<file path="config.mk">
export PLATFORM = sky130hd
export DESIGN_NAME = link_supervisor_with_backoff_unit
export DESIGN_NICKNAME = d
export VERILOG_FILES = /design/src/design/lsb_pkg.sv /design/src/design/link_supervisor_with_backoff_unit.sv /design/src/design/lsb_core.sv
export SDC_FILE = /design/constraint.sdc
export NUM_CORES = 1
export LEC_CHECK = 0
export BUFFER_PORTS_ARGS = -buffer_cell sky130_fd_sc_hd__buf_2
export CELL_PAD_IN_SITES_DETAIL_PLACEMENT = 1
export CELL_PAD_IN_SITES_GLOBAL_PLACEMENT = 1
export CORE_UTILIZATION = 50
export DETAILED_ROUTE_END_ITERATION = 12
export PLACE_DENSITY = 0.93
export SLEW_MARGIN = 20
export SYNTH_ARGS = -nofsm -noshare
export SYNTH_HDL_FRONTEND = slang
export SYNTH_SLANG_ARGS = --single-unit
</file>
<file path="constraint.sdc">
create_clock -name clk -period 31.3 [get_ports clk]
set_clock_uncertainty 0.1 [all_clocks]
set_input_delay 6.26 -clock clk [delete_from_list [all_inputs] [get_ports clk]]
set_output_delay 6.26 -clock clk [all_outputs]
set_load 0.05 [all_outputs]
</file>
<file path="src/design/lsb_pkg.sv">
// Shared types and constants of the link supervisor with backoff.
package lsb_pkg;

  localparam int COUNT_WIDTH_DEF = 32;
  localparam int NUM_CNT         = 5;

  // Counter slots
  localparam int CNT_CONNECTS    = 0;
  localparam int CNT_DISCONNECTS = 1;
  localparam int CNT_PING_FAIL   = 2;
  localparam int CNT_CREATE_FAIL = 3;
  localparam int CNT_SPIN_FAIL   = 4;

  // Action codes, both reported and requested
  localparam logic [2:0] ACT_WAIT    = 3'd0;
  localparam logic [2:0] ACT_PING    = 3'd1;
  localparam logic [2:0] ACT_CREATE  = 3'd2;
  localparam logic [2:0] ACT_SPIN    = 3'd3;
  localparam logic [2:0] ACT_DESTROY = 3'd4;

  // Register indexes
  localparam logic [2:0] REG_BACKOFF_MIN = 3'd0;
  localparam logic [2:0] REG_BACKOFF_MAX = 3'd1;
  localparam logic [2:0] REG_ALIVE_PING  = 3'd2;
  localparam logic [2:0] REG_PING_RETRY  = 3'd3;
  localparam logic [2:0] REG_FAIL_LIMIT  = 3'd4;

  // Register reset values
  localparam logic [15:0] RST_BACKOFF_MIN = 16'd500;
  localparam logic [15:0] RST_BACKOFF_MAX = 16'd8000;
  localparam logic [15:0] RST_ALIVE_PING  = 16'd1000;
  localparam logic [15:0] RST_PING_RETRY  = 16'd100;
  localparam logic [7:0]  RST_FAIL_LIMIT  = 8'd3;

  typedef struct packed {
    logic [15:0] backoff_min_ms;
    logic [15:0] backoff_max_ms;
    logic [15:0] alive_ping_ms;
    logic [15:0] ping_retry_ms;
    logic [7:0]  ping_fail_limit;
  } cfg_t;

  typedef struct packed {
    logic [31:0] spin_failures;
    logic [31:0] create_failures;
    logic [31:0] ping_failures;
    logic [31:0] disconnects;
    logic [31:0] connects;
    logic [31:0] state_entered_ms;
    logic        stop_request;
    logic        motors_allowed;
    logic [1:0]  link_state;
    logic [2:0]  next_action;
  } res_t;

endpackage

</file>
<file path="src/design/link_supervisor_with_backoff_unit.sv">
// Link supervisor with exponential backoff: one result word for every input
// word, one word per cycle sustained while the sink keeps up; in_tready
// drops when the output buffer is full. The link state update, the wrap-safe
// deadline check and the choice of the next action all happen in the cycle a
// word is taken; the result then sits in a two-entry output buffer, so a new
// word is accepted while an earlier result still waits for the sink.
// Configuration writes are taken at any time (cfg_ready is always high) and
// belong between words only.
module link_supervisor_with_backoff_unit #(
  parameter int COUNT_WIDTH = lsb_pkg::COUNT_WIDTH_DEF
) (
  input  logic         clk,
  input  logic         rst_n,
  // now_ms[31:0], opcode[34:32], ok[35], take_stop[36], zero pad[39:37]
  input  logic [39:0]  in_tdata,
  input  logic         in_tvalid,
  output logic         in_tready,
  // next_action[2:0], link_state[4:3], motors_allowed[5], stop_request[6],
  // state_entered_ms[38:7], connects[70:39], disconnects[102:71],
  // ping_failures[134:103], create_failures[166:135],
  // spin_failures[198:167], zero pad[199]
  output logic [199:0] out_tdata,
  output logic         out_tvalid,
  input  logic         out_tready,
  input  logic         cfg_valid,
  output logic         cfg_ready,
  input  logic [2:0]   cfg_index,
  input  logic [15:0]  cfg_data
);

  lsb_pkg::cfg_t cfg_r;
  lsb_pkg::res_t res;
  lsb_pkg::res_t head_r, skid_r;
  logic [1:0]    count_r;
  logic          push, pop;

  assign cfg_ready = 1'b1;

  always_ff @(posedge clk) begin
    if (!rst_n) begin
      cfg_r.backoff_min_ms  <= lsb_pkg::RST_BACKOFF_MIN;
      cfg_r.backoff_max_ms  <= lsb_pkg::RST_BACKOFF_MAX;
      cfg_r.alive_ping_ms   <= lsb_pkg::RST_ALIVE_PING;
      cfg_r.ping_retry_ms   <= lsb_pkg::RST_PING_RETRY;
      cfg_r.ping_fail_limit <= lsb_pkg::RST_FAIL_LIMIT;
    end else if (cfg_valid) begin
      case (cfg_index)
        lsb_pkg::REG_BACKOFF_MIN: cfg_r.backoff_min_ms  <= cfg_data;
        lsb_pkg::REG_BACKOFF_MAX: cfg_r.backoff_max_ms  <= cfg_data;
        lsb_pkg::REG_ALIVE_PING:  cfg_r.alive_ping_ms   <= cfg_data;
        lsb_pkg::REG_PING_RETRY:  cfg_r.ping_retry_ms   <= cfg_data;
        lsb_pkg::REG_FAIL_LIMIT:  cfg_r.ping_fail_limit <= cfg_data[7:0];
        default: begin
        end
      endcase
    end
  end

  assign in_tready  = (count_r != 2'd2);
  assign out_tvalid = (count_r != 2'd0);
  assign push       = in_tvalid & in_tready;
  assign pop        = out_tvalid & out_tready;

  lsb_core #(
    .COUNT_WIDTH (COUNT_WIDTH)
  ) u_core (
    .clk       (clk),
    .rst_n     (rst_n),
    .acc       (push),
    .now_ms    (in_tdata[31:0]),
    .opcode    (in_tdata[34:32]),
    .ok        (in_tdata[35]),
    .take_stop (in_tdata[36]),
    .cfg       (cfg_r),
    .res       (res)
  );

  // Two-entry output buffer: head drives the port, skid catches a word
  // that arrives while the head is stalled.
  always_ff @(posedge clk) begin
    if (!rst_n) begin
      count_r <= 2'd0;
    end else begin
      case ({push, pop})
        2'b10: count_r <= count_r + 2'd1;
        2'b01: count_r <= count_r - 2'd1;
        default: count_r <= count_r;
      endcase
    end
  end

  always_ff @(posedge clk) begin
    case ({push, pop})
      2'b10: begin
        if (count_r == 2'd0) begin
          head_r <= res;
        end else begin
          skid_r <= res;
        end
      end
      2'b01: begin
        head_r <= skid_r;
      end
      2'b11: begin
        if (count_r == 2'd1) begin
          head_r <= res;
        end else begin
          head_r <= skid_r;
          skid_r <= res;
        end
      end
      default: begin
      end
    endcase
  end

  assign out_tdata = {1'b0, head_r};

`ifndef ASSERT_OFF
  a_ready_low_means_full: assert property (@(posedge clk) disable iff (!rst_n)
    !in_tready |-> (out_tvalid && count_r == 2'd2))
    else $error("input stalled while output buffer not full");

  a_push_shows_result: assert property (@(posedge clk) disable iff (!rst_n)
    push |=> out_tvalid)
    else $error("accepted word produced no pending result");

  a_stall_holds_head: assert property (@(posedge clk) disable iff (!rst_n)
    (out_tvalid && !out_tready) |=> (out_tvalid && $stable(head_r)))
    else $error("stalled result word changed");

  a_motors_match_state: assert property (@(posedge clk) disable iff (!rst_n)
    out_tvalid |-> (head_r.motors_allowed == (head_r.link_state == 2'd2)))
    else $error("motor enable disagrees with link state");
`endif

endmodule

</file>
<file path="src/design/lsb_core.sv">
// Link state machine: applies one report per word and picks the next action.
module lsb_core #(
  parameter int COUNT_WIDTH = lsb_pkg::COUNT_WIDTH_DEF
) (
  input  logic          clk,
  input  logic          rst_n,
  input  logic          acc,
  input  logic [31:0]   now_ms,
  input  logic [2:0]    opcode,
  input  logic          ok,
  input  logic          take_stop,
  input  lsb_pkg::cfg_t cfg,
  output lsb_pkg::res_t res
);

  typedef enum logic [1:0] {
    ST_WAITING      = 2'd0,
    ST_AVAILABLE    = 2'd1,
    ST_CONNECTED    = 2'd2,
    ST_DISCONNECTED = 2'd3
  } link_st_t;

  link_st_t                st_r, st_nxt;
  logic [31:0]             entered_r, entered_nxt;
  logic [31:0]             deadline_r, deadline_nxt;
  logic [7:0]              streak_r, streak_nxt;
  logic [15:0]             backoff_r, backoff_nxt;
  logic                    stop_r, stop_nxt;
  logic [COUNT_WIDTH-1:0]  cnt_r [lsb_pkg::NUM_CNT];
  logic [lsb_pkg::NUM_CNT-1:0] bump;

  logic        go;
  link_st_t    target;
  logic        dl_set;
  logic [15:0] dl_delta;
  logic [16:0] twice;
  logic [7:0]  streak_inc;
  logic [31:0] diff;
  logic        due;
  logic        stop_after;
  logic [2:0]  action;

  assign twice      = {backoff_r, 1'b0};
  assign streak_inc = (streak_r == 8'hFF) ? streak_r : streak_r + 8'd1;

  always_comb begin
    go          = 1'b0;
    target      = st_r;
    dl_set      = 1'b0;
    dl_delta    = '0;
    bump        = '0;
    streak_nxt  = streak_r;
    backoff_nxt = backoff_r;
    case (opcode)
      lsb_pkg::ACT_PING: begin
        if (st_r == ST_WAITING) begin
          if (ok) begin
            backoff_nxt = cfg.backoff_min_ms;
            streak_nxt  = '0;
            go          = 1'b1;
            target      = ST_AVAILABLE;
          end else begin
            bump[lsb_pkg::CNT_PING_FAIL] = 1'b1;
            dl_set      = 1'b1;
            dl_delta    = backoff_r;
            backoff_nxt = (twice > {1'b0, cfg.backoff_max_ms}) ? cfg.backoff_max_ms
                                                               : twice[15:0];
          end
        end else if (st_r == ST_CONNECTED) begin
          if (ok) begin
            streak_nxt = '0;
            dl_set     = 1'b1;
            dl_delta   = cfg.alive_ping_ms;
          end else begin
            bump[lsb_pkg::CNT_PING_FAIL] = 1'b1;
            streak_nxt = streak_inc;
            if (streak_inc >= cfg.ping_fail_limit) begin
              bump[lsb_pkg::CNT_DISCONNECTS] = 1'b1;
              go     = 1'b1;
              target = ST_DISCONNECTED;
            end else begin
              dl_set   = 1'b1;
              dl_delta = cfg.ping_retry_ms;
            end
          end
        end
      end
      lsb_pkg::ACT_CREATE: begin
        if (st_r == ST_AVAILABLE) begin
          go = 1'b1;
          if (ok) begin
            bump[lsb_pkg::CNT_CONNECTS] = 1'b1;
            streak_nxt = '0;
            dl_set     = 1'b1;
            dl_delta   = cfg.alive_ping_ms;
            target     = ST_CONNECTED;
          end else begin
            bump[lsb_pkg::CNT_CREATE_FAIL] = 1'b1;
            bump[lsb_pkg::CNT_DISCONNECTS] = 1'b1;
            target = ST_DISCONNECTED;
          end
        end
      end
      lsb_pkg::ACT_SPIN: begin
        if (st_r == ST_CONNECTED && !ok) begin
          bump[lsb_pkg::CNT_SPIN_FAIL]   = 1'b1;
          bump[lsb_pkg::CNT_DISCONNECTS] = 1'b1;
          go     = 1'b1;
          target = ST_DISCONNECTED;
        end
      end
      lsb_pkg::ACT_DESTROY: begin
        if (st_r == ST_DISCONNECTED) begin
          streak_nxt  = '0;
          backoff_nxt = cfg.backoff_min_ms;
          dl_set      = 1'b1;
          dl_delta    = cfg.backoff_min_ms;
          go          = 1'b1;
          target      = ST_WAITING;
        end
      end
      default: begin
      end
    endcase
  end

  always_comb begin
    st_nxt       = go ? target : st_r;
    entered_nxt  = go ? now_ms : entered_r;
    deadline_nxt = dl_set ? now_ms + 32'(dl_delta) : deadline_r;
    stop_after   = stop_r | (go && st_r == ST_CONNECTED && target != ST_CONNECTED);
    stop_nxt     = take_stop ? 1'b0 : stop_after;
    // A fresh deadline is now + delta, so it is already due only for a zero delta
    diff = now_ms - deadline_r;
    due  = dl_set ? (dl_delta == 16'd0) : !diff[31];
    case (st_nxt)
      ST_WAITING:   action = due ? lsb_pkg::ACT_PING : lsb_pkg::ACT_WAIT;
      ST_AVAILABLE: action = lsb_pkg::ACT_CREATE;
      ST_CONNECTED: action = due ? lsb_pkg::ACT_PING : lsb_pkg::ACT_SPIN;
      default:      action = lsb_pkg::ACT_DESTROY;
    endcase
  end

  always_comb begin
    res.next_action      = action;
    res.link_state       = st_nxt;
    res.motors_allowed   = (st_nxt == ST_CONNECTED);
    res.stop_request     = take_stop & stop_after;
    res.state_entered_ms = entered_nxt;
    res.connects         = 32'(cnt_r[lsb_pkg::CNT_CONNECTS] +
                               COUNT_WIDTH'(bump[lsb_pkg::CNT_CONNECTS]));
    res.disconnects      = 32'(cnt_r[lsb_pkg::CNT_DISCONNECTS] +
                               COUNT_WIDTH'(bump[lsb_pkg::CNT_DISCONNECTS]));
    res.ping_failures    = 32'(cnt_r[lsb_pkg::CNT_PING_FAIL] +
                               COUNT_WIDTH'(bump[lsb_pkg::CNT_PING_FAIL]));
    res.create_failures  = 32'(cnt_r[lsb_pkg::CNT_CREATE_FAIL] +
                               COUNT_WIDTH'(bump[lsb_pkg::CNT_CREATE_FAIL]));
    res.spin_failures    = 32'(cnt_r[lsb_pkg::CNT_SPIN_FAIL] +
                               COUNT_WIDTH'(bump[lsb_pkg::CNT_SPIN_FAIL]));
  end

  always_ff @(posedge clk) begin
    if (!rst_n) begin
      st_r       <= ST_WAITING;
      entered_r  <= '0;
      deadline_r <= '0;
      streak_r   <= '0;
      backoff_r  <= lsb_pkg::RST_BACKOFF_MIN;
      stop_r     <= 1'b0;
      for (int i = 0; i < lsb_pkg::NUM_CNT; i++) begin
        cnt_r[i] <= '0;
      end
    end else if (acc) begin
      st_r       <= st_nxt;
      entered_r  <= entered_nxt;
      deadline_r <= deadline_nxt;
      streak_r   <= streak_nxt;
      backoff_r  <= backoff_nxt;
      stop_r     <= stop_nxt;
      for (int i = 0; i < lsb_pkg::NUM_CNT; i++) begin
        if (bump[i]) begin
          cnt_r[i] <= cnt_r[i] + COUNT_WIDTH'(1);
        end
      end
    end
  end

endmodule

</file>
==> summary.md, run 1 <==
| Metric | Value |
|---|---|
| Net Count, Synth | 3400 |
| Final hold viol count | 0 |
| Yosys warns | 0 |
| Post-synthesis mux area share | 0.0126 |
| Post-CTS Hold Buffers | 0 |
| Combinational family with the most area after synthesis | simple AND/OR/NAND/NOR gates |
| Max-slew violations | 0 |
| Layout area overhead | 13.1% |
| Crit-path cells | buf_2 > and2b_4 > nor2b_1 > a31o_2 > buf_4 > and2_1 > or2_2 > ha_1 > nand3_1 > nor2_1 > nand4_1 > nor2_1 > nand3_1 > nor2_1 > xor2_1 > a22o_1 |
| Slowest-stage cell, CP | nor2b_1 |
| Number of instances in the placed design | 4288 |
| Endpoints failing setup | 0 |
| Worst setup margin | 20630 ps |
| Worst VDD drop | 0.0766 mV |
| Root Buffer | clkbuf_16 |
| EDFF count, synth | 558 |
| Die footprint | 71700 um^2 |
| Largest cells by area after synthesis | edfxtp_1, dfxtp_1, nand2_1 |
| Die Span Y | 268 um |
| Max FO, Critical Path | 35 |
| Die Wd | 268 um |
| FILL cells | 7411 |
| Setup TNS | 0 ps |
| Worst-Margin Slew | 1090 ps |
| Residual DRC | 0 |
| GRT Total Usage | 0.295 |
| Period minus WS final | 10670 ps |
| Vias in the first global route | 27900 |
| Bufs on Longest Clock Path | 3 |
| Hold Crit Class | register to register |
| Synth area leader | edfxtp_1 |
| Final cell count without fillers | 4436 |
| Hold WS | 362 ps |
| Reg clk slew, reported paths | 60 ps |
| CP max stage delay | 690 ps |
| Status | completed |
| Cells after Synth | 3244 |
| Power per cell area | 84.9 nW/um^2 |
| Cts bufs inserted | 77 |
| RSZ-0062 raised after global routing | false |
| Period utilization | 0.341 |
| CP startpoint kind | primary input |
| Static leakage | 15.3 nW |
| Max-Cap Viols | 0 |
| # H-tree levels | 3 |
| Post-DRT Antenna Nets | 0 |
| Layout cells sized above 1 | 0.127 |
| Final cell utilization of the core | 0.570 |
| Max Clock Freq | 93.7 MHz |
| Latest clock arrival within the worst-skew pair | 620 ps |
| Pre-CTS WS | 20240 ps |
| Ys flop type | edfxtp_1 |
| Library cells used by synthesis | 76 |
| Hpwl dp | 71200 um |
| Initial DRC count | 2588 |
| Synth Register Bits | 723 |
| Initial Util | 0.504 |
| Top-count cell post-synth | edfxtp_1 |
| Total global routing overflow | 0 |
| Post-synthesis sequential area ratio | 0.568 |
| Pre-Repair DR Iteration Count | 6 |
| Mapped cell area | 35300 um^2 |
| Placed Instance Area | 37300 um^2 |
| Sink Count | 723 |
| Critical path arrival | 11060 ps |
| CTS tree | done |
| PortBufs | 261 |
| Worst Setup End Kind | register |
| Largest net degree at the start of global routing | 86 |
| Synthesized-area fraction occupied by and/or/nand/nor cells | 0.149 |
| Crit path top cell by count | nor2_1 |
| Post-Synth XOR/XNOR Area | 0.0769 |
| Synth top cells by count | edfxtp_1, nand2_1, nor2_1 |
| Worst Path Class, Setup | primary input to register |
| Syn avg cell area | 10.9 um^2 |
| Ports | 267 |
| Wire length of the first global-routing pass | 164000 um |
| RePlAce Congestion | 0.943 |
| Via count | 27100 |
| Setup bufs post-CTS | 0 |
| Synth Area in Compound Gates | 0.126 |
| DR WL/cell | 24.2 um |
| Core footprint | 70000 um^2 |
| CP Data Required Time | 31690 ps |
| Initial antenna violation count | 10 |
| Area fraction of the dominant cell type after synthesis | 0.474 |
| Fin area | 39900 um^2 |
| Total Power | 3.39 mW |
| Nets | 3583 |
| Cts repair resizes | 0 |
| Site Rows | 97 |
| Max_slew headroom | 0.273 |
| Synthesized-area fraction occupied by adder cells | 0.0328 |
| Vias/cell | 6.12 |
| Post-synth ARST share | 0 |
| Post-Route WL | 107000 um |
## worst max-delay path, delay by kind of cell
family,cells,cell delay [ps]
buffers and inverters,2,840
and+or+nand+nor,10,3040
adders and majority gates,1,190
xor gates and xnor gates,1,270
AOI/OAI and AO/OA,2,460
## worst paths after layout
path                                                         start                            endpoint  slack (ps)  depth (start not counted)
worst max-delay path                                  in_tdata[32]             out_tdata[96]$_DFFE_PP_       20630                         16
worst min register to register  u_core.deadline_r[15]$_SDFFE_PN0P_  u_core.deadline_r[15]$_SDFFE_PN0P_         360                          2
worst max register to register     u_core.streak_r[0]$_SDFFE_PN0P_             out_tdata[96]$_DFFE_PP_       24930                         22
worst min-delay path            u_core.deadline_r[15]$_SDFFE_PN0P_  u_core.deadline_r[15]$_SDFFE_PN0P_         360                          2
## layout by cell type (no fill, tap or decap), types with 31 or more instances in the layout
master     instances
nand3_1          129
xor2_1           159
inv_1            122
nand4_1           66
and3_1            53
a22o_1           174
mux2i_1           41
or3_1             31
ha_1              91
clkbuf_16         81
xnor2_1          151
o21ai_0          112
o211a_1           34
dfxtp_1          165
nor2_1           274
a21oi_1           95
nor3_1            31
a21boi_0          64
edfxtp_1         558
buf_4             32
buf_2            260
nand2_1          445
## flip-flops by register name, summed over array words and instances, names as in the netlist, 8 cells and up
register / cells
u_core.backoff_r: 16
u_core.entered_r: 32
u_core.deadline_r: 32
skid_r: 199
u_core.cnt_r: 160
out_tdata: 199
u_core.streak_r: 8
cfg_r: 72
## where the power goes
group	switching (mW)	internal, mW	leakage [nW]	total, mW
logic	0.787	0.173	7.08	0.960
registers	0.116	1.37	6.92	1.49
clock network	0.394	0.552	1.27	0.946
## area by class of cell
class / count / area [um^2] / share of cell area
clock inverters: 41 / 432 / 0.0108
well taps: 940 / 1180 / 0.0294
flip-flops and latches: 723 / 20100 / 0.502
clock buffers: 99 / 2140 / 0.0537
multi-input cells: 2209 / 14100 / 0.353
inverters: 124 / 465 / 0.0117
repair buffers: 292 / 1540 / 0.0386
diodes: 8 / 20.0 / 0.000501
## logic make-up (layout without fill, tap and decap cells)
logic type | count (synthesis) | after routing
other | 2 | 10
muxes | 43 | 43
adders and majority gates | 92 | 92
xor gates and xnor gates | 310 | 310
buffers and inverters | 312 | 556
DFF | 723 | 723
AOI/OAI and AO/OA | 611 | 611
and+or+nand+nor | 1151 | 1151
## metal layers
| layer | global-route usage | share of wire | vias up | routed length, um |
|---|---|---|---|---|
| li1 | - | - | 12100 | - |
| met1 | 0.364 | 0.39 | 13600 | 42200 |
| met2 | 0.511 | 0.50 | 1179 | 53600 |
| met3 | 0.0515 | 0.068 | 280 | 7330 |
| met4 | 0.121 | 0.039 | 8 | 4200 |
| met5 | 0 | 0.00050 | - | 54 |
(Power assumes the default switching activity.)
==> run 2, diff against run 1 <==
Settings changed: CORE_UTILIZATION 50 to 49, PLACE_DENSITY 0.93 to 0.92.
Clock period 31.3 ns to 10.85 ns, I/O delays scaled along.
==> run 2 against run 1 <==
Compared with the run above:
- die area grew 2.0%
- first-iteration DRC count shrank 11%
- critical path type unchanged
- setup slack lost 16000 ps
- cell count is essentially flat
- worst hold slack gained 7.4 ps
- register-to-register slack lost 21000 ps
- largest cell class unchanged
- count of clock-buffer cells in the layout shrank 2
==> summary.md, run 2 (synthesized netlist as in run 1, its figures left out) <==
| Metric | Value |
|---|---|
| CP max stage delay | 600 ps |
| Cts bufs inserted | 78 |
| DR WL/cell | 24.0 um |
| Final hold viol count | 0 |
| Core footprint | 71400 um^2 |
| Layout cells sized above 1 | 0.127 |
| Max FO, Critical Path | 35 |
| Bufs on Longest Clock Path | 3 |
| Residual DRC | 0 |
| FILL cells | 7676 |
| Post-Route WL | 106000 um |
| Worst Setup End Kind | register |
| Largest net degree at the start of global routing | 93 |
| Crit path top cell by count | nor2_1 |
| Commonest non-fill, non-tap cell in the layout | edfxtp_1 |
| Root Buffer | clkbuf_16 |
| Wire length of the first global-routing pass | 164000 um |
| Site Rows | 98 |
| Sink Count | 723 |
| Initial Util | 0.495 |
| Worst-Margin Slew | 1150 ps |
| Placed Instance Area | 37300 um^2 |
| PortBufs | 261 |
| Reg area | 20100 um^2 |
| Nets | 3582 |
| Period minus WS final | 6570 ps |
| Die footprint | 73200 um^2 |
| Total global routing overflow | 0 |
| Top delay family on crit path | simple AND/OR/NAND/NOR gates |
| Vias/cell | 6.11 |
| Die Wd | 271 um |
| Hpwl dp | 71000 um |
| GRT Total Usage | 0.286 |
| Slowest-stage cell, CP | nor2b_1 |
| CP Data Required Time | 11100 ps |
| Max-Cap Viols | 0 |
| Most frequent cells in the layout | edfxtp_1, nand2_1, nor2_1 |
| Status | completed |
| Max_slew headroom | 0.223 |
| Initial antenna violation count | 7 |
| Vias in the first global route | 27900 |
| Setup TNS | 0 ps |
| Layout area overhead | 12.9% |
| # H-tree levels | 3 |
| Initial DRC count | 2296 |
| Hold Crit Class | register to register |
| Setup bufs post-CTS | 0 |
| Multi-input logic area | 14100 um^2 |
| RePlAce Congestion | 0.925 |
| Post-CTS Hold Buffers | 0 |
| CP startpoint kind | primary input |
| Post-DRT Antenna Nets | 0 |
| Max-slew violations | 0 |
| Ports | 267 |
| Cts repair resizes | 0 |
| CTS tree | done |
| Static leakage | 15.2 nW |
| FF-to-FF path depth | 22 |
| Power per cell area | 244 nW/um^2 |
| Reg clk slew, reported paths | 50 ps |
| Period utilization | 0.606 |
| Latest clock arrival within the worst-skew pair | 630 ps |
| Die Span Y | 271 um |
| Crit-path cells | buf_2 > and2b_4 > nor2b_1 > a31o_2 > buf_4 > and2_1 > or2_2 > ha_1 > nand3_1 > nor2_1 > nand4_1 > nor2_1 > nand3_1 > nor2_1 > xor2_1 > a22o_1 |
| Total Power | 9.74 mW |
| Worst VDD drop | 0.240 mV |
| Max Clock Freq | 152 MHz |
| Worst Path Class, Setup | primary input to register |
| Min-Delay Path Depth | 2 |
| Pre-Repair DR Iteration Count | 7 |
| RSZ-0062 raised after global routing | false |
| Endpoints failing setup | 0 |
| Critical path buffers and inverters | 2 |
| Via count | 27100 |
| Stages on worst setup path | 16 |
| Fin area | 39900 um^2 |
| Critical path arrival | 6820 ps |
[run 2: changes by cell type in the layout (fill, tap and decap cells not counted), sizes merged]
cell	previous run	this run
buf	292	290
clkbuf	99	97
clkinv	29	27
clkinvlp	0	4
diode	8	3
bufinv	8	7
[run 2: final cells by class]
type | instances | share of cell area
sequential | 723 | 0.503
multi-input combinational | 2209 | 0.354
clock buffer | 97 | 0.0520
timing repair buffer | 290 | 0.0383
tap | 950 | 0.0298
inverter | 124 | 0.0117
clock inverter | 42 | 0.0114
antenna | 3 | 0.000188
[run 2: worst paths after layout]
path,from,endpoint,slack (ps)
min,cfg_r[3]$_SDFFE_PN0P_,cfg_r[3]$_SDFFE_PN0P_,370
max reg2reg,u_core.streak_r[0]$_SDFFE_PN0P_,out_tdata[98]$_DFFE_PP_,4400
max,in_tdata[32],out_tdata[98]$_DFFE_PP_,4280
min reg2reg,cfg_r[3]$_SDFFE_PN0P_,cfg_r[3]$_SDFFE_PN0P_,370
[run 2: tightest hold or removal path, cell delays in order (launching register included)]
cell      delay [ps]
dfxtp_1          300
nand2_1           50
a21boi_0          60
[run 2: power breakdown]
part,switching (mW),total (mW),internal [mW],leakage (nW)
Sequential,0.315,4.26,3.95,6.92
Combinational,2.28,2.78,0.498,7.07
Clock,1.16,2.69,1.53,1.24
[run 2: per-stage QoR]
stage | hold WS [ps] | utilization | worst slack [ps] | std cells
final | 369 | 0.559 | 4280 | 4438
after global routing | 388 | 0.559 | 3990 | 4438
after CTS | 360 | 0.559 | 4380 | 4435
after detailed placement | 353 | 0.523 | 3840 | 4296
after global placement | 342 | 0.523 | 4070 | 4296
after floorplan | 331 | - | 1360 | 3244
[run 2: layer usage]
metal	track usage	wire, um
met3	0.0422	6780
met4	0.116	4310
met2	0.494	53400
met5	0	48
met1	0.358	41900
